<file path="config.mk">
export PLATFORM = sky130hd
export DESIGN_NAME = dmm_csr
export DESIGN_NICKNAME = d
export VERILOG_FILES = /design/src/hw/rtl/dmm_pkg.sv /design/src/hw/rtl/dmm_csr.sv
export SDC_FILE = /design/constraint.sdc
export NUM_CORES = 1
export LEC_CHECK = 0
export BUFFER_PORTS_ARGS = -buffer_cell sky130_fd_sc_hd__buf_2
export CAP_MARGIN = 0
export CELL_PAD_IN_SITES_DETAIL_PLACEMENT = 0
export CELL_PAD_IN_SITES_GLOBAL_PLACEMENT = 1
export CORE_UTILIZATION = 24
export CTS_CLUSTER_SIZE = 30
export DETAILED_ROUTE_END_ITERATION = 7
export GPL_ROUTABILITY_DRIVEN = 1
export PLACE_DENSITY = 0.82
export SLEW_MARGIN = 20
export SYNTH_ARGS = -nofsm -noshare
export SYNTH_HDL_FRONTEND = slang
export SYNTH_SLANG_ARGS = --single-unit
export TNS_END_PERCENT = 1
</file>
<file path="constraint.sdc">
create_clock -name clock -period 2.9 [get_ports clock]
set_input_delay 0.145 -clock clock [delete_from_list [all_inputs] [get_ports clock]]
set_output_delay 0.145 -clock clock [all_outputs]
set_load 0.03 [all_outputs]
</file>
<file path="src/hw/rtl/dmm_pkg.sv">
`timescale 1ns / 1ps
`default_nettype none
// ----------------------------------------------------------------------------
// dmm_pkg
// Shared types and constants for the dense matrix multiply block.
// ----------------------------------------------------------------------------
package dmm_pkg;

   localparam int ELEM_W  = 16;             // Q1.15 element
   localparam int PROD_W  = 2 * ELEM_W;     // Q2.30 product
   localparam int VALUE_W = 35;             // Q5.30 sum
   localparam int INDEX_W = 3;              // row / column field width
   localparam int DIM_W   = 4;              // dimension register width
   localparam int ADDR_W  = 4;              // CSR byte address width
   localparam int DATA_W  = 32;             // CSR data width

   // request codes
   typedef enum logic [1:0] {
      REQ_LOAD_A  = 2'd0,
      REQ_LOAD_B  = 2'd1,
      REQ_COMPUTE = 2'd2
   } req_code_type;

   // register indexes (word address)
   localparam logic [1:0] REG_A_ROWS    = 2'd0;
   localparam logic [1:0] REG_INNER_LEN = 2'd1;
   localparam logic [1:0] REG_B_COLS    = 2'd2;

   typedef struct packed {
      logic [1:0]                req_type;
      logic [INDEX_W-1:0]        elem_row;
      logic [INDEX_W-1:0]        elem_col;
      logic signed [ELEM_W-1:0]  elem_value;
   } dmm_req_type;

   typedef struct packed {
      logic signed [VALUE_W-1:0] prod_value;
      logic [INDEX_W-1:0]        prod_row;
      logic [INDEX_W-1:0]        prod_col;
      logic                      last;
   } dmm_rsp_type;

   typedef struct packed {
      logic [DIM_W-1:0] a_rows;
      logic [DIM_W-1:0] inner_len;
      logic [DIM_W-1:0] b_cols;
   } dmm_dims_type;

   // partial sum traveling down the cell chain
   typedef struct packed {
      logic                      valid;
      logic [INDEX_W-1:0]        row;
      logic [INDEX_W-1:0]        col;
      logic                      last;
      logic signed [VALUE_W-1:0] sum;
   } dmm_token_type;

   // element write broadcast to every cell
   typedef struct packed {
      logic                     a_we;
      logic                     b_we;
      logic [INDEX_W-1:0]       row;
      logic [INDEX_W-1:0]       col;
      logic signed [ELEM_W-1:0] value;
   } dmm_load_type;

endpackage : dmm_pkg
`default_nettype wire

</file>
<file path="src/hw/rtl/dmm_csr.sv">
`timescale 1ns / 1ps
`default_nettype none
// ----------------------------------------------------------------------------
// dmm_csr
// APB-style register file holding the three matrix dimensions.
// ----------------------------------------------------------------------------
module dmm_csr
   import dmm_pkg::*;
#(
   parameter int MAX_DIM = 8
) (
   input  wire logic              clock,
   input  wire logic              reset,
   input  wire logic              csr_psel,
   input  wire logic              csr_penable,
   input  wire logic              csr_pwrite,
   input  wire logic [ADDR_W-1:0] csr_paddr,
   input  wire logic [DATA_W-1:0] csr_pwdata,
   output logic      [DATA_W-1:0] csr_prdata,
   output logic                   csr_pready,
   output dmm_dims_type           dims
);

   localparam logic [DIM_W-1:0] DIM_MAX = DIM_W'(MAX_DIM);

   dmm_dims_type      dims_ff;
   dmm_dims_type      dims_in;
   logic              wr_en;
   logic [DIM_W-1:0]  wr_dim;
   logic [1:0]        reg_idx;

   // hold a written dimension inside 1..MAX_DIM
   function automatic logic [DIM_W-1:0] clamp_dim(input logic [DIM_W-1:0] v);
      logic [DIM_W-1:0] r;
      r = v;
      if (v == '0) begin
         r = DIM_W'(1);
      end else if (v > DIM_MAX) begin
         r = DIM_MAX;
      end
      return r;
   endfunction

   assign csr_pready = 1'b1;
   assign reg_idx    = csr_paddr[3:2];
   assign wr_en      = csr_psel && csr_penable && csr_pwrite;
   assign wr_dim     = clamp_dim(csr_pwdata[DIM_W-1:0]);

   always_comb begin
      dims_in = dims_ff;
      if (wr_en) begin
         case (reg_idx)
            REG_A_ROWS:    dims_in.a_rows    = wr_dim;
            REG_INNER_LEN: dims_in.inner_len = wr_dim;
            REG_B_COLS:    dims_in.b_cols    = wr_dim;
            default:       dims_in = dims_ff;
         endcase
      end
   end

   always_ff @(posedge clock) begin
      if (reset) begin
         dims_ff <= '{a_rows: DIM_MAX, inner_len: DIM_MAX, b_cols: DIM_MAX};
      end else begin
         dims_ff <= dims_in;
      end
   end

   always_comb begin
      case (reg_idx)
         REG_A_ROWS:    csr_prdata = DATA_W'(dims_ff.a_rows);
         REG_INNER_LEN: csr_prdata = DATA_W'(dims_ff.inner_len);
         REG_B_COLS:    csr_prdata = DATA_W'(dims_ff.b_cols);
         default:       csr_prdata = '0;
      endcase
   end

   assign dims = dims_ff;

endmodule : dmm_csr
`default_nettype wire

</file>
Yosys cells after proc, flatten, opt, wreduce, memory -nomap -nowiden
Index checks and enable logic that the tools add are counted.
- $lt $le $gt $ge: 1
- equal/unequal tests: 2
- muxes and demuxes: 3
- reductions and logical operators: 7
- operators with widths (cell ; count):
    4-bit case mux with 3 select lines ; 1
    4-bit two-way mux ; 2
    2-bit AND reduction ; 3
    4-bit > comparator, second input constant ; 1
    4-bit logical NOT ; 1
    2-bit by 1-bit == test with 1-bit output, second input constant ; 1
    2-bit == test, second input constant ; 1
    1-bit logical AND ; 2
    2-bit logical NOT ; 1
- register bits: 12
- output and inout port bits: 45
- word-level logic and storage cells: 16

Logic depth before layout (Yosys ltp)
- depth after elaboration: 3
- depth in mapped cells: 4

Least setup slack after synthesis
OpenSTA, ideal clock, no wires.
- path type: reg2out
- from: register dims_ff, in the netlist dims[4]
- to: output port csr_prdata[0]
- arrival: 1312 ps
- slack: 1443 ps
- cell stages (with the launch flop): 3
- cells stage by stage: dfxtp_1 mux2i_1 o21ai_0
- longest elaborated chain between the ends: 1
- RTL lines (item ; RTL line ; text):
    start, declared ; dmm_csr.sv:26 ; dmm_dims_type dims_ff;
    start signal, assigned ; dmm_csr.sv:63 ; dims_ff <= '{a_rows: DIM_MAX, inner_len: DIM_MAX, b_cols: DIM_MAX};
    start signal, assigned ; dmm_csr.sv:65 ; dims_ff <= dims_in;
    4-bit case mux with 3 select lines ; dmm_csr.sv:70 ; case (reg_idx)
    end, declared ; dmm_csr.sv:19 ; output logic [DATA_W-1:0] csr_prdata,
No other way between the ends.

Worst setup path after layout
- from: register dims_ff, in the netlist dims[6]
- to: output port csr_prdata[2]
The elaborated chain is that of the path after synthesis.

==> out/summary.txt <==
OUTCOME
----------------------------------------------------------------------------------------------------
Status                                                                                  finished clean

DRT
----------------------------------------------------------------------------------------------------
Post-Route WL                                                                                1610 um
Number of nets with antenna violations after detailed routing                                      0
Drt drc                                                                                            0
Routed length per placed instance                                                            9.99 um
Vias                                                                                             598
Drt first pass iters                                                                               4
Via-to-Cell Ratio                                                                               3.71
Drt first-iter violations                                                                         11

WORST SETUP PATH
----------------------------------------------------------------------------------------------------
Internal reg-to-reg setup slack                                                              2260 ps
Count of buffer and inverter cells on the critical path                                            1
Critical path's slowest cell                                                                 dfxtp_1
Reg2Reg Capture Point                                                                   dims[0]$_SDFFE_PP0P_
Type of the worst setup path                                                                 reg2out
FF-to-FF Start                                                                          dims[0]$_SDFFE_PP0P_
Endpoint type of the worst setup path                                                    output port
CP Cell Sequence                                                                        mux2i_1 -> o21ai_0 -> buf_2
Total number of cells along the worst setup path                                                   3
Critical Path End                                                                       csr_prdata[2]
Maximum single-stage delay on the critical path                                               350 ps
Cell type group with the largest total delay on the critical path                         flip-flops
Worst setup path startpoint                                                             dims[6]$_SDFFE_PP0P_
Startpoint type of the worst setup path                                                    flip-flop
Required time at the worst-slack endpoint                                                    2760 ps
Highest net fanout along the worst path                                                            3
Arr. time, crit path                                                                         1110 ps
Cell count of the worst reg-to-reg path                                                            2

FLOORPLANNING
----------------------------------------------------------------------------------------------------
Overall die area                                                                         0.00364 mm2
Overall die width                                                                            60.3 um
Die outline height                                                                           60.3 um
Effective utilization at floorplan                                                             0.259
Core footprint                                                                           0.00315 mm2
Number of top-level pins                                                                          86
Std-Cell Rows                                                                                     20

TIMING
----------------------------------------------------------------------------------------------------
Maximum clock frequency                                                                    0.798 GHz
Post-Route Setup TNS                                                                            0 ps
Part of the cycle the worst path needs                                                         0.432
Final worst setup slack                                                                      1650 ps
Fin Clk Skew                                                                                    0 ps
Setup violations, final                                                                            0
Final critical-path required period                                                          1250 ps
RSZ-0062 raised after global routing                                                           false
Final count of hold timing violations                                                              0
Max-slew violations                                                                                0

CELLS AND AREA
----------------------------------------------------------------------------------------------------
Layout cells sized above 1                                                                     0.291
Number of diodes added for antenna fixing                                                          0
Relative area change from synthesis to final layout                                            10.4%
Layout fillers                                                                                   368
Final nets                                                                                       159
Flip-flop count of the largest register, all copies and words added                               12

CLOCKING
----------------------------------------------------------------------------------------------------
Worst-case clock buffer depth                                                                      2
CTS tree                                                                                       built
Gates resized, CTS repair                                                                          0
Number of clock sinks                                                                             12
Clock Tree Root                                                                             clkbuf_4
CTS H-tree depth                                                                                   1
CTS buffer count                                                                                   3
Clock-pin slew reported for the worst setup and hold paths after clock tree synthesis          80 ps
CTS Hold Buffers Added                                                                             0
Setup repair bufs after CTS                                                                        0
Clock latency at the later pin of the worst-skew pair                                         280 ps

PLACED DESIGN
----------------------------------------------------------------------------------------------------
Post-Place Worst Slack                                                                       1640 ps
Detailed-placement wirelength estimate                                                       1300 um
Total of buffers placed on input and output ports                                                 26
Routability-driven placement congestion ratio                                                  0.776

SYNTH
----------------------------------------------------------------------------------------------------
Average size of a mapped cell                                                               8.88 um2
Synthesis warning total                                                                            0
Share of the yosys chip area belonging to registers                                            0.294
Number of synthesized register bits                                                               12
Synth top area share                                                                           0.294
Cell area after technology mapping                                                           817 um2
Top cell type by total area after synthesis                                                  dfxtp_1
Post-Syn Instances                                                                                92
Number of distinct library cell variants in the gate-level netlist after synthesis                17
Top post-synthesis cells by area                                                        dfxtp_1 (29%), buf_4 (27%), mux2i_1 (20%)

GLOBAL ROUTE
----------------------------------------------------------------------------------------------------
Maximum number of pins on one net before global-route repair                                      16
Vias in the first global route                                                                   518
Antenna violations before repair                                                                   0
Wire length of the first global-routing pass                                                 2330 um
Global route overflow                                                                              0
All-Layer GR Usage                                                                            0.0912

PWR
----------------------------------------------------------------------------------------------------
Leak pwr                                                                                    0.478 nW
Worst voltage drop across the vdd grid                                                    0.000132 V
Ratio of total power to cell area                                                         429 mW/mm2

FLOW RUN
----------------------------------------------------------------------------------------------------
Max-capacitance violation count                                                                    0

WORST HOLD PATH
----------------------------------------------------------------------------------------------------
Tightest Hold Check Type                                                                      in2reg

[power breakdown]
group	switching, mW	internal [mW]	leakage, nW
sequential	0.00112	0.166	0.0969
clock	0.0582	0.0764	0.0210
combinational	0.0704	0.0148	0.360
total	0.130	0.257	0.478
[worst min path at each step]
stage | startpoint | endpoint | slack, ps | depth (start not counted)
CTS | csr_pwdata[3] | dims[7]$_SDFFE_PP1P_ | 190 | 3
finish | csr_pwdata[3] | dims[7]$_SDFFE_PP1P_ | 190 | 3
global placement | csr_pwdata[3] | dims[3]$_SDFFE_PP1P_ | 470 | 3
global route | csr_pwdata[3] | dims[1]$_SDFFE_PP0P_ | 210 | 3
floorplan | reset | dims[7]$_SDFFE_PP1P_ | 330 | 2
detailed placement | dims[10]$_SDFFE_PP0P_ | dims[10]$_SDFFE_PP0P_ | 480 | 2
[worst register-to-register path, cell delays in order, from the launching register on]
cell      delay (ps)
dfxtp_1          370
nand2b_1          60
mux2i_1          140
[layout by cell type (no fill, tap or decap)]
| cell | Yosys | layout |
|---|---|---|
| or3b_1 | 1 | 1 |
| clkbuf_4 | 0 | 3 |
| mux2i_1 | 16 | 16 |
| nor3_2 | 1 | 1 |
| nor2_1 | 5 | 5 |
| nand2b_1 | 9 | 9 |
| nand2_1 | 4 | 4 |
| and2b_2 | 1 | 1 |
| buf_2 | 0 | 26 |
| clkbuf_8 | 0 | 1 |
| o21ai_0 | 5 | 5 |
| nand4_1 | 1 | 1 |
| nand3_1 | 1 | 1 |
| conb_1 | 2 | 29 |
| or3b_2 | 2 | 2 |
| dfxtp_1 | 12 | 12 |
[kinds of logic after synthesis]
logic type | count (synthesis) | share of synthesized area
AOI/OAI and AO/OA | 5 | 0.0306
buffers and inverters | 32 | 0.291
DFF | 12 | 0.294
other | 2 | 0.00919
muxes | 16 | 0.196
and+or+nand+nor | 25 | 0.179
[stage by stage]
stage | utilization | std cells | total power, mW | area [um2] | hold slack (ps)
after global routing | 0.286 | 161 | 0.406 | 902 | 208
after floorplan | - | 119 | 0.273 | 918 | 328
after CTS | 0.286 | 161 | 0.390 | 902 | 191
after detailed placement | 0.275 | 157 | 0.256 | 866 | 484
after global placement | 0.275 | 157 | 0.255 | 866 | 466
final | 0.286 | 161 | 0.387 | 902 | 193
[synthesized netlist by cell type, drive strengths merged]
master  number
mux2i       16
nand4        1
nand2        4
o21ai        5
dfxtp       12
clkbuf       2
conb         2
nand3        1
nand2b       9
nor3         1
nor2         5
and2b        1
buf         30
or3b         3
[cell type report]
type	count	area, um2	share of cell area
multi-input cells	75	440	0.488
flip-flops and latches	12	240	0.266
clock buffers	4	36.3	0.0402
repair buffers	26	130	0.144
well taps	44	55.1	0.0610
[routing by layer]
metal  share of wire  track usage  routed length (um)
met5               0            0                   0
met4           0.017       0.0598                  28
met3           0.088       0.0277                 142
met2            0.48        0.148                 767
met1            0.42        0.104                 671
Note: power is estimated with default switching activity, not from simulation.
