`config.mk`:
```
export PLATFORM = sky130hd
export DESIGN_NAME = dmm_cell
export DESIGN_NICKNAME = d
export VERILOG_FILES = /design/src/hw/rtl/dmm_pkg.sv /design/src/hw/rtl/dmm_cell.sv
export SDC_FILE = /design/constraint.sdc
export NUM_CORES = 1
export LEC_CHECK = 0
export BUFFER_PORTS_ARGS = -buffer_cell sky130_fd_sc_hd__buf_2
export CAP_MARGIN = 20
export CORE_MARGIN = 2
export CORE_UTILIZATION = 35
export CTS_CLUSTER_SIZE = 10
export DETAILED_ROUTE_END_ITERATION = 6
export PLACE_DENSITY_LB_ADDON = 0.05
export REMOVE_ABC_BUFFERS = 1
export SYNTH_ARGS = -nofsm -noshare
export SYNTH_HDL_FRONTEND = slang
export SYNTH_SLANG_ARGS = --single-unit
export TNS_END_PERCENT = 100
```
`constraint.sdc`:
```
create_clock -name clock -period 10.85 [get_ports clock]
set_input_delay 1.6275 -clock clock [delete_from_list [all_inputs] [get_ports clock]]
set_output_delay 1.6275 -clock clock [all_outputs]
set_load 0.01 [all_outputs]
```
`src/hw/rtl/dmm_pkg.sv`:
```
`timescale 1ns / 1ps
`default_nettype none
// ----------------------------------------------------------------------------
// dmm_pkg
// Shared types and constants for the dense matrix multiply block.
// ----------------------------------------------------------------------------
package dmm_pkg;

   localparam int ELEM_W  = 16;             // Q1.15 element
   localparam int PROD_W  = 2 * ELEM_W;     // Q2.30 product
   localparam int VALUE_W = 35;             // Q5.30 sum
   localparam int INDEX_W = 3;              // row / column field width
   localparam int DIM_W   = 4;              // dimension register width
   localparam int ADDR_W  = 4;              // CSR byte address width
   localparam int DATA_W  = 32;             // CSR data width

   // request codes
   typedef enum logic [1:0] {
      REQ_LOAD_A  = 2'd0,
      REQ_LOAD_B  = 2'd1,
      REQ_COMPUTE = 2'd2
   } req_code_type;

   // register indexes (word address)
   localparam logic [1:0] REG_A_ROWS    = 2'd0;
   localparam logic [1:0] REG_INNER_LEN = 2'd1;
   localparam logic [1:0] REG_B_COLS    = 2'd2;

   typedef struct packed {
      logic [1:0]                req_type;
      logic [INDEX_W-1:0]        elem_row;
      logic [INDEX_W-1:0]        elem_col;
      logic signed [ELEM_W-1:0]  elem_value;
   } dmm_req_type;

   typedef struct packed {
      logic signed [VALUE_W-1:0] prod_value;
      logic [INDEX_W-1:0]        prod_row;
      logic [INDEX_W-1:0]        prod_col;
      logic                      last;
   } dmm_rsp_type;

   typedef struct packed {
      logic [DIM_W-1:0] a_rows;
      logic [DIM_W-1:0] inner_len;
      logic [DIM_W-1:0] b_cols;
   } dmm_dims_type;

   // partial sum traveling down the cell chain
   typedef struct packed {
      logic                      valid;
      logic [INDEX_W-1:0]        row;
      logic [INDEX_W-1:0]        col;
      logic                      last;
      logic signed [VALUE_W-1:0] sum;
   } dmm_token_type;

   // element write broadcast to every cell
   typedef struct packed {
      logic                     a_we;
      logic                     b_we;
      logic [INDEX_W-1:0]       row;
      logic [INDEX_W-1:0]       col;
      logic signed [ELEM_W-1:0] value;
   } dmm_load_type;

endpackage : dmm_pkg
`default_nettype wire

```
`src/hw/rtl/dmm_cell.sv`:
```
`timescale 1ns / 1ps
`default_nettype none
// ----------------------------------------------------------------------------
// dmm_cell
// One multiply-accumulate cell for inner index CELL_IDX: holds column
// CELL_IDX of A and row CELL_IDX of B, adds one product to a passing sum.
// ----------------------------------------------------------------------------
module dmm_cell
   import dmm_pkg::*;
#(
   parameter int MAX_DIM  = 8,
   parameter int CELL_IDX = 0
) (
   input  wire logic             clock,
   input  wire logic             reset,
   input  wire logic             advance,
   input  wire logic [DIM_W-1:0] inner_len,
   input  wire dmm_load_type     load,
   input  wire dmm_token_type    tok_in,
   output dmm_token_type         tok_out
);

   localparam int IDX_W = (MAX_DIM > 1) ? $clog2(MAX_DIM) : 1;
   localparam logic [INDEX_W-1:0] MY_IDX = INDEX_W'(CELL_IDX);

   logic signed [ELEM_W-1:0]  a_col_ff [MAX_DIM];
   logic signed [ELEM_W-1:0]  b_row_ff [MAX_DIM];
   logic signed [ELEM_W-1:0]  a_rd;
   logic signed [ELEM_W-1:0]  b_rd;
   logic signed [PROD_W-1:0]  prod;
   logic signed [VALUE_W-1:0] term;
   logic                      active;
   dmm_token_type             tok_ff;
   dmm_token_type             tok_in_nxt;

   // A[i][k] by row i, B[k][j] by column j
   assign a_rd   = a_col_ff[tok_in.row[IDX_W-1:0]];
   assign b_rd   = b_row_ff[tok_in.col[IDX_W-1:0]];
   assign prod   = a_rd * b_rd;
   assign active = DIM_W'(CELL_IDX) < inner_len;
   assign term   = active ? {{(VALUE_W-PROD_W){prod[PROD_W-1]}}, prod} : '0;

   always_comb begin
      tok_in_nxt     = tok_in;
      tok_in_nxt.sum = tok_in.sum + term;
   end

   always_ff @(posedge clock) begin
      if (load.a_we && load.col == MY_IDX) begin
         a_col_ff[load.row[IDX_W-1:0]] <= load.value;
      end
      if (load.b_we && load.row == MY_IDX) begin
         b_row_ff[load.col[IDX_W-1:0]] <= load.value;
      end
   end

   always_ff @(posedge clock) begin
      if (reset) begin
         tok_ff.valid <= 1'b0;
      end else if (advance) begin
         tok_ff.valid <= tok_in.valid;
      end
      // payload holds no reset
      if (advance) begin
         tok_ff.row  <= tok_in_nxt.row;
         tok_ff.col  <= tok_in_nxt.col;
         tok_ff.last <= tok_in_nxt.last;
         tok_ff.sum  <= tok_in_nxt.sum;
      end
   end

   assign tok_out = tok_ff;

endmodule : dmm_cell
`default_nettype wire

```
# --- Word-level counts from Yosys, hierarchy flattened ---
# Memories as Yosys holds them, arrays and structs flattened.
# Index checks and enable logic that the tools add are counted.
# W data, S select, Z words.
totals:
  n_memories: 2
  out_inout_bits: 43
  reg_bits: 43
  mem_bits_rw: 256
op_classes:
  reduce_logical: 4
  add_sub_neg: 1
  n_mul: 1
  magnitude_cmp: 1
  muxes: 5
mem_list:
  columns: ["name", "depth", "width", "rd", "rd_clocked_by_memory_dff", "write_ports", "line", "text"]
  rows:
  - ["a_col_ff", 8, 16, 1, 0, 1, "dmm_cell.sv:26", "logic signed [ELEM_W-1:0] a_col_ff [MAX_DIM];"]
  - ["b_row_ff", 8, 16, 1, 0, 1, "dmm_cell.sv:27", "logic signed [ELEM_W-1:0] b_row_ff [MAX_DIM];"]
ops:
  columns: ["operator", "n"]
  rows:
  - ["$add A35 B35 Y35", 1]
  - ["$mux W35", 1]
  - ["$mul A16 B16 Y32", 1]
  - ["$logic_not A3 Y1", 2]
  - ["$lt A1 B4 Y1 const A", 1]
  - ["$mux W1", 4]
  - ["$logic_and A1 B1 Y1", 2]

# --- Logic depth before layout (Yosys ltp) ---
# Gate-level depths: netlist of the first run.
depth:
  depth_word: 4
  depth_mapped: 41
  depth_no_buf: 37

# --- Worst setup path after synthesis of the first run ---
# Ideal clock, no wire load.
synth_timing:
  kind: "input-to-reg"
  start: "input port tok_in[39] in the netlist's numbering"
  end: "register tok_ff, in the netlist tok_out[34] (data pin)"
  path_stages: 38
  setup_ps: 263
  path_buffers: 3
  t_required_ps: 10587
  setup_slack_ps: -67
  t_arrival_ps: 10654
  cell_sequence: "clkbuf_1 > buf_1 > buf_2 > mux4_2 > mux2i_1 > nor2_1 > fa_1 > inv_1 > fa_1 > fa_1 > inv_1 > fa_1 > fa_1 > inv_1 > fa_1 > inv_1 > ha_1 > and2_1 > [2 not listed] > nand2_1 > o21ai_0 > nor2b_1 > o21ai_0 > a21oi_1 > xor2_1 > nor2_1 > ha_1 > a21o_1 > a21o_1 > a21o_1 > nand2_1 > inv_1 > a211o_1 > a31oi_1 > o21bai_1 > mux2i_1 > xor2_1"
synth_lines:
  columns: ["element", "line", "text"]
  rows:
  - ["from (decl)", "dmm_cell.sv:19", "input wire dmm_token_type tok_in,"]
  - ["to (decl)", "dmm_cell.sv:33", "dmm_token_type tok_ff;"]

==> results of run 1 <==
==> synth_stat cells, types with 9 or more instances <==
master | instances | share of area
inv_1 | 327 | 0.055
edfxtp_1 | 298 | 0.40
fa_1 | 263 | 0.24
nor2_1 | 187 | 0.031
nand2_1 | 142 | 0.024
ha_1 | 113 | 0.063
mux4_2 | 64 | 0.064
xnor2_1 | 41 | 0.016
a21oi_1 | 40 | 0.0089
mux2i_1 | 30 | 0.013
clkbuf_1 | 27 | 0.0045
o21ai_0 | 26 | 0.0058
mux2_2 | 23 | 0.012
a21o_1 | 21 | 0.0070
nand2b_1 | 21 | 0.0059
o21a_1 | 19 | 0.0064
nor3_1 | 18 | 0.0040
xor2_1 | 17 | 0.0067
buf_1 | 10 | 0.0017
nor2b_1 | 10 | 0.0028
o21bai_1 | 9 | 0.0030
==> final cells by class <==
type / count / area, µm² / area share
inverters: 327 / 1227 / 0.04758
multi-input cells: 1123 / 12050 / 0.4672
clock inverters: 8 / 66.31 / 0.002570
repair buffers: 200 / 1394 / 0.05403
flip-flops and latches: 299 / 8969 / 0.3476
well taps: 846 / 1059 / 0.04103
clock buffers: 48 / 1031 / 0.03996
==> path summary, 6_finish.rpt <==
kind,start,end,slack [ns],cells after the start
min reg2reg,tok_out[42],tok_out[42],0.49,2
max,tok_in[36],tok_out[34],0.74,38
min,tok_out[42],tok_out[42],0.49,2
max reg2reg,b_row_ff[7][5],tok_out[34],1.86,34
==> worst max-delay path, delay by kind of cell <==
family,cells,cell delay [ns]
adders and majority gates,8,3.59
and+or+nand+nor,7,1.09
xor gates and xnor gates,2,0.31
AOI/OAI and AO/OA,10,1.95
muxes,3,1.11
buffers and inverters,8,0.71
==> state kept, by name, summed over array words and instances (netlist names) <==
name      count
b_row_ff    128
tok_out      43
a_col_ff    128
==> through the flow <==
step,hold WS [ns],util,instances
final,0.4896,0.4090,2851
after detailed placement,0.4797,0.3914,2794
after global placement,0.4705,0.3912,2793
after floorplan,0.5279,-,1749
after CTS,0.4922,0.4088,2850
after global routing,0.5306,0.4090,2851
==> layer usage <==
metal  up-vias  GRT usage  wire (µm)
li1       6371          -          -
met1      6919     0.2401      26500
met2       278     0.2949      26890
met3        87    0.02541       2109
met4         2    0.05006       1484
met5         -          0         13
==> cell families after synthesis <==
group                    after synthesis  share of synthesized area
flip-flops                           299                     0.4009
XOR/XNOR                              58                    0.02271
AND/OR/NAND/NOR                      416                    0.07953
multiplexers                         117                    0.08942
adder cells (fa/ha/maj)              376                     0.2985
AO/OA/AOI/OAI                        156                    0.04743
buffers and inverters                366                    0.06152
==> results.sh, run 1 <==
export IMPL_numClockSinks=299
export IMPL_end_kind="flop"
export IMPL_cts_buffers=38
export IMPL_yosysWarnings=0
export IMPL_grt_max_degree=44
export IMPL_clk_path_buf_depth=3
export IMPL_avgRoutedWirePerCell_um=19.99
export IMPL_crit_type="input port to flop"
export IMPL_worst_pin_slew_ns=0.7264
export IMPL_fillerInstances=6116
export IMPL_synthFlopType="edfxtp_1"
export IMPL_drive_above_1_share=0.1741
export IMPL_portBuffers=116
export IMPL_seq_area_frac_synth=0.4009
export IMPL_tns_ns=0
export IMPL_cts_setup_buffers=0
export IMPL_gp_congestion=0.8419
export IMPL_layout_commonest_cell="inv_1"
export IMPL_antenna_left=0
export IMPL_fmax_ghz=0.09891
export IMPL_dr_pass1_iters=5
export IMPL_worst_slew_margin_rel=0.5096
export IMPL_crit_path_max_fanout=21
export IMPL_die_height_um=256.8
export IMPL_fin_nets=2439
export IMPL_arrival_ns=10.42
export IMPL_vias_per_cell=4.790
export IMPL_synth_cell_types=62
export IMPL_cp_slowest_stage_delay_ns=0.55
export IMPL_dpl_cell_area_mm2=0.02469
export IMPL_rsz0062_at_grt="false"
export IMPL_drt_first_iter_violations=610
export IMPL_finalHoldViolations=0
export IMPL_slowest_stage="mux4_2"
export IMPL_cp_start_kind="input port"
export IMPL_ys_seq_elements=299
export IMPL_grt_first_pass_wirelength_um=88020
export IMPL_grt_pass1_vias=14789
export IMPL_clk_insertion_delay_late_ns=0.57
export IMPL_min_path_type="flop to flop"
export IMPL_run_status="complete, no violations"
export IMPL_core_mm2=0.06308
export IMPL_finalInstanceArea_mm2=0.02580
export IMPL_dp_slack_ns=0.1047
export IMPL_die_w_um=256.8
export IMPL_layout_common_cells="327 x inv_1, 298 x edfxtp_1, 263 x fa_1, 187 x nor2_1, 142 x nand2_1"
export IMPL_fin_crit_ns=10.11
export IMPL_hold_buffers=0
export IMPL_clkTransAtPathRegs_ns=0.05
export IMPL_critPathRequiredTime_ns=11.16
export IMPL_wl_um=57000
export IMPL_antenna_found_initial=1
export IMPL_cts_tree="done"
export IMPL_synth_cells=1788
export IMPL_fp_row_count=92
export IMPL_grt_usage=0.1766
export IMPL_cts_max_level=2
export IMPL_hpwl_um=43270
export IMPL_async_flop_share=0
export IMPL_clock_root_buffer="clkbuf_16"
export IMPL_setup_violations_final=0
export IMPL_setup_ws_ns=0.7398
export IMPL_synth_edf_count=298
export IMPL_finClkSkew_ns=0.02957
export IMPL_initial_utilization=0.3547
export IMPL_grt_overflow=0
export IMPL_area_growth_syn_to_layout_pct=15.32
export IMPL_via_count=13657
export IMPL_drv_slew=0
export IMPL_min_period_over_period=0.9318
export IMPL_dieArea_mm2=0.06596
export IMPL_drc=0
export IMPL_io_pins=117
export IMPL_insertedDiodeCount=0
export IMPL_avgSynthCellArea_um2=12.51
export IMPL_ctsResizeCount=0
export IMPL_cap_violations=0
export IMPL_synth_area_mm2=0.02237
Power of run 1 is left out: the tool's default activity adds up to more than one toggle a clock period on the data nets, which glitch-free logic cannot reach.
==> run 2: changes to the inputs <==
--- a/config.mk
+++ b/config.mk
@@ -5,6 +5,7 @@
 export SDC_FILE = /design/constraint.sdc
 export NUM_CORES = 1
 export LEC_CHECK = 0
+export ABC_AREA = 1
 export BUFFER_PORTS_ARGS = -buffer_cell sky130_fd_sc_hd__buf_2
 export CAP_MARGIN = 20
 export CORE_MARGIN = 2
==> results.sh, run 2 <==
export IMPL_run_status="complete, no violations"
export IMPL_clk_insertion_delay_late_ns=0.56
export IMPL_cts_tree="done"
export IMPL_synthFlopType="edfxtp_1"
export IMPL_yosys_cell_count_top_type="inv_1"
export IMPL_gp_congestion=0.8881
export IMPL_dieArea_mm2=0.06830
export IMPL_clk_path_buf_depth=3
export IMPL_rsz0062_at_grt="false"
export IMPL_min_path_type="flop to flop"
export IMPL_die_height_um=261.3
export IMPL_synth_area_leader_cell="edfxtp_1"
export IMPL_multi_input_area_mm2=0.01223
export IMPL_via_count=16110
export IMPL_grt_overflow=0
export IMPL_cap_violations=0
export IMPL_drive_above_1_share=0.1198
export IMPL_initial_utilization=0.3532
export IMPL_synth_top_area_frac=0.3861
export IMPL_yosysWarnings=0
export IMPL_grt_pass1_vias=17049
export IMPL_drt_first_iter_violations=889
export IMPL_synth_cell_types=53
export IMPL_end_kind="flop"
export IMPL_cp_slowest_stage_delay_ns=0.54
export IMPL_cts_buffers=38
export IMPL_cts_max_level=2
export IMPL_die_w_um=261.3
export IMPL_crit_type="input port to flop"
export IMPL_hold_buffers=0
export IMPL_netlist_top_cells_area="edfxtp_1 39%, fa_1 23%, inv_1 7.0%, nor2_1 6.4%, ha_1 6.1%"
export IMPL_cp_start_kind="input port"
export IMPL_synthTopCellsByCount="432 x inv_1, 395 x nor2_1, 320 x nand2_1"
export IMPL_worst_slew_margin_rel=0.4723
export IMPL_fin_cells=3369
export IMPL_fmax_ghz=0.1023
export IMPL_ctsResizeCount=0
export IMPL_seq_area_frac_synth=0.3870
export IMPL_core_mm2=0.06563
export IMPL_crit_path_max_fanout=38
export IMPL_avgSynthCellArea_um2=9.926
export IMPL_layout_commonest_cell="inv_1"
export IMPL_grt_max_degree=44
export IMPL_arrival_ns=10.09
export IMPL_clkTransAtPathRegs_ns=0.05
export IMPL_grt_first_pass_wirelength_um=97320
export IMPL_numClockSinks=299
export IMPL_crit_top_cell="nand2_1"
export IMPL_fillerInstances=6520
export IMPL_dp_cells=3313
export IMPL_seqCellArea_mm2=0.008969
export IMPL_clock_root_buffer="clkbuf_16"
export IMPL_synth_cells=2335
export IMPL_ys_seq_elements=299
export IMPL_fin_crit_ns=9.772
export IMPL_hpwl_um=47640
export IMPL_avgRoutedWirePerCell_um=18.61
export IMPL_async_flop_share=0
export IMPL_portBuffers=116
export IMPL_wl_um=62680
export IMPL_antenna_left=0
export IMPL_critPathRequiredTime_ns=11.17
export IMPL_synth_area_mm2=0.02318
export IMPL_slowest_stage="fa_1"
export IMPL_tns_ns=0
export IMPL_synth_edf_count=298
export IMPL_finalHoldViolations=0
export IMPL_drc=0
export IMPL_drv_slew=0
export IMPL_fp_row_count=94
export IMPL_area_growth_syn_to_layout_pct=12.90
export IMPL_dr_pass1_iters=7
export IMPL_insertedDiodeCount=0
export IMPL_min_period_over_period=0.9007
export IMPL_worst_pin_slew_ns=0.7907
export IMPL_io_pins=117
export IMPL_cts_setup_buffers=0
export IMPL_setup_violations_final=0
export IMPL_grt_usage=0.1866
export IMPL_layout_common_cells="432 x inv_1, 395 x nor2_1, 320 x nand2_1, 298 x edfxtp_1, 263 x fa_1"
export IMPL_finClkSkew_ns=0.02270
export IMPL_vias_per_cell=4.782
export IMPL_fin_nets=2939
export IMPL_antenna_found_initial=0
-- run 2: cell types whose count changed after synthesis, moves of 23 or more --
| cell | before | now |
|---|---|---|
| nor2_1 | 187 | 395 |
| a21oi_1 | 40 | 70 |
| o32ai_1 | 0 | 64 |
| nand2_1 | 142 | 320 |
| mux2i_1 | 30 | 1 |
| buf_2 | 2 | 33 |
| inv_1 | 327 | 432 |
| mux4_2 | 64 | 0 |
| mux2_2 | 23 | 0 |
| o21ai_0 | 26 | 108 |
-- run 2: worst paths after layout --
kind	startpoint	to	slack, ns	depth (start not counted)
worst min-delay path	tok_out[42]	tok_out[42]	0.50	2
worst min register to register	tok_out[42]	tok_out[42]	0.50	2
worst max register to register	a_col_ff[4][15]	tok_out[34]	2.26	41
worst max-delay path	tok_in[36]	tok_out[34]	1.08	43
-- run 2: per-stage QoR --
stage,setup WS [ns],utilization,cell area (µm²),hold slack (ns)
floorplan,1.411,-,22850,0.5279
global placement,0.5318,0.3823,25090,0.4765
detailed placement,0.4630,0.3823,25090,0.4933
CTS,1.065,0.3987,26170,0.5060
global route,0.5041,0.3987,26170,0.5417
finish,1.078,0.3987,26170,0.4996
-- run 2: layout make-up --
type / count / share of cell area
timing repair buffer: 185 / 0.04294
tap: 864 / 0.04131
multi-input combinational: 1516 / 0.4674
inverter: 449 / 0.06445
clock buffer: 47 / 0.03763
clock inverter: 9 / 0.003490
sequential: 299 / 0.3427
-- run 2: critical path, delay by kind of cell --
family                   cells  cell delay (ns)
AO/OA/AOI/OAI                5             0.91
XOR/XNOR                     1             0.13
adder cells (fa/ha/maj)      8             3.62
buffers and inverters       10             1.56
AND/OR/NAND/NOR             19             2.21
-- run 2: kinds of logic after synthesis --
kind of cell             Yosys count  share of synthesized area
flip-flops                       299                     0.3870
adder cells (fa/ha/maj)          376                     0.2882
AND/OR/NAND/NOR                  787                     0.1365
multiplexers                       1                  0.0004319
AO/OA/AOI/OAI                    305                    0.08297
buffers and inverters            520                    0.08686
XOR/XNOR                          47                    0.01808
-- run 2: routing by layer --
metal | routed length (µm) | track usage | share of wire
met5 | 0 | 0 | 0
met1 | 28290 | 0.2408 | 0.45
met3 | 2134 | 0.02410 | 0.034
met2 | 30530 | 0.3276 | 0.49
met4 | 1733 | 0.05492 | 0.028
Power of run 2 is left out for the same reason.
==> run 3: changes to the inputs <==
--- a/config.mk
+++ b/config.mk
@@ -12,6 +12,7 @@
 export CORE_UTILIZATION = 35
 export CTS_CLUSTER_SIZE = 10
 export DETAILED_ROUTE_END_ITERATION = 6
+export GPL_TIMING_DRIVEN = 0
 export PLACE_DENSITY_LB_ADDON = 0.05
 export REMOVE_ABC_BUFFERS = 1
 export SYNTH_ARGS = -nofsm -noshare
==> results.sh, run 3 (synthesis gave the netlist of run 2 again) <==
export IMPL_cp_num_cells=41
export IMPL_hold_buffers=0
export IMPL_finalHoldViolations=0
export IMPL_die_height_um=261.3
export IMPL_antenna_left=0
export IMPL_portBuffers=116
export IMPL_critPathRequiredTime_ns=11.17
export IMPL_fin_nets=2908
export IMPL_drive_above_1_share=0.1149
export IMPL_run_status="complete, no violations"
export IMPL_clk_insertion_delay_late_ns=0.56
export IMPL_grt_pass1_vias=16662
export IMPL_end_kind="flop"
export IMPL_cts_buffers=37
export IMPL_initial_utilization=0.3532
export IMPL_grt_max_degree=65
export IMPL_slowest_stage="fa_2"
export IMPL_crit_path_max_fanout=64
export IMPL_clkTransAtPathRegs_ns=0.05
export IMPL_area_growth_syn_to_layout_pct=13.10
export IMPL_layout_common_cells="430 x inv_1, 386 x nor2_1, 320 x nand2_1, 298 x edfxtp_1, 262 x fa_1"
export IMPL_worst_slew_margin_rel=0.3409
export IMPL_drt_first_iter_violations=716
export IMPL_grt_first_pass_wirelength_um=94610
export IMPL_tns_ns=0
export IMPL_vias_per_cell=4.745
export IMPL_io_pins=117
export IMPL_fp_row_count=94
export IMPL_cp_slowest_stage_delay_ns=0.78
export IMPL_core_mm2=0.06563
export IMPL_arrival_ns=10.52
export IMPL_clock_root_buffer="clkbuf_16"
export IMPL_layout_commonest_cell="inv_1"
export IMPL_cap_violations=0
export IMPL_clk_path_buf_depth=3
export IMPL_seqCellArea_mm2=0.008969
export IMPL_fin_crit_ns=10.20
export IMPL_worst_pin_slew_ns=0.9813
export IMPL_cts_max_level=2
export IMPL_hpwl_um=47360
export IMPL_cp_top_family="adder cells"
export IMPL_grt_overflow=0
export IMPL_fillerInstances=6473
export IMPL_dieArea_mm2=0.06830
export IMPL_crit_buf_inv=9
export IMPL_fmax_ghz=0.09804
export IMPL_min_period_over_period=0.9401
export IMPL_die_w_um=261.3
export IMPL_dr_pass1_iters=7
export IMPL_min_path_type="flop to flop"
export IMPL_multi_input_area_mm2=0.01229
export IMPL_crit_top_cell="nand2_1"
export IMPL_gp_congestion=0.8888
export IMPL_finClkSkew_ns=0.02403
export IMPL_drv_slew=0
export IMPL_wl_um=59940
export IMPL_setup_violations_final=0
export IMPL_worstHoldPathCells=2
export IMPL_via_count=15824
export IMPL_numClockSinks=299
export IMPL_rr_worst_depth=39
export IMPL_drc=0
export IMPL_grt_usage=0.1804
export IMPL_avgRoutedWirePerCell_um=17.97
export IMPL_insertedDiodeCount=0
export IMPL_crit_type="input port to flop"
export IMPL_rsz0062_at_grt="false"
export IMPL_cts_tree="done"
export IMPL_cp_start_kind="input port"
export IMPL_antenna_found_initial=2
==> run 3: cell count changes in the layout (fill, tap and decap cells not counted), sizes merged <==
cell	change
inv	+1
buf	-32
clkbuf	-1
clkinv	-2
==> run 3: cell type report <==
type,instances,share of cell area
clock inverter,8,0.002339
timing repair buffer,155,0.04406
tap,864,0.04124
clock buffer,44,0.03632
inverter,449,0.06487
multi-input combinational,1516,0.4690
sequential,299,0.3421
==> run 3: per-layer routing <==
layer  global-route usage  vias up  wire length, µm
met5                    0        -               21
met4              0.05745        4             1700
met3              0.02371       87             2156
li1                     -     7727                -
met2               0.3111      285            28860
met1               0.2354     7721            27200
==> run 3: timing repair <==
| item | CTS | global route |
|---|---|---|
| buffers inserted | 0 | 1 |
| setup endpoints to repair | 1 | 10 |
| pin swaps | 0 | 1 |
| resized for setup | 2 | 13 |
==> run 3: worst register-to-register path: cells and delay by family, from the launching register on <==
kind	cells	cell delay, ns
AO/OA/AOI/OAI	5	1.25
AND/OR/NAND/NOR	19	2.23
adder cells (fa/ha/maj)	8	3.93
flip-flops	1	0.32
buffers and inverters	7	0.74
==> run 3: final timing paths <==
kind            endpoint  slack, ns            start
min reg2reg  tok_out[42]       0.49      tok_out[42]
max          tok_out[34]       0.65       tok_in[39]
max reg2reg  tok_out[34]       2.18  a_col_ff[4][15]
min          tok_out[42]       0.49      tok_out[42]
==> run 3: through the flow <==
step / std cells / hold WS (ns) / cell area, µm² / setup slack (ns) / utilization
floorplan: 2264 / 0.5279 / 22850 / 1.411 / -
global placement: 3244 / 0.4695 / 24510 / -2.054 / 0.3735
detailed placement: 3280 / 0.4820 / 25120 / -0.6867 / 0.3827
CTS: 3332 / 0.4969 / 26140 / 0.06966 / 0.3983
global route: 3335 / 0.5464 / 26210 / 0.004368 / 0.3994
finish: 3335 / 0.4916 / 26210 / 0.6500 / 0.3994
Power of run 3 is left out for the same reason.
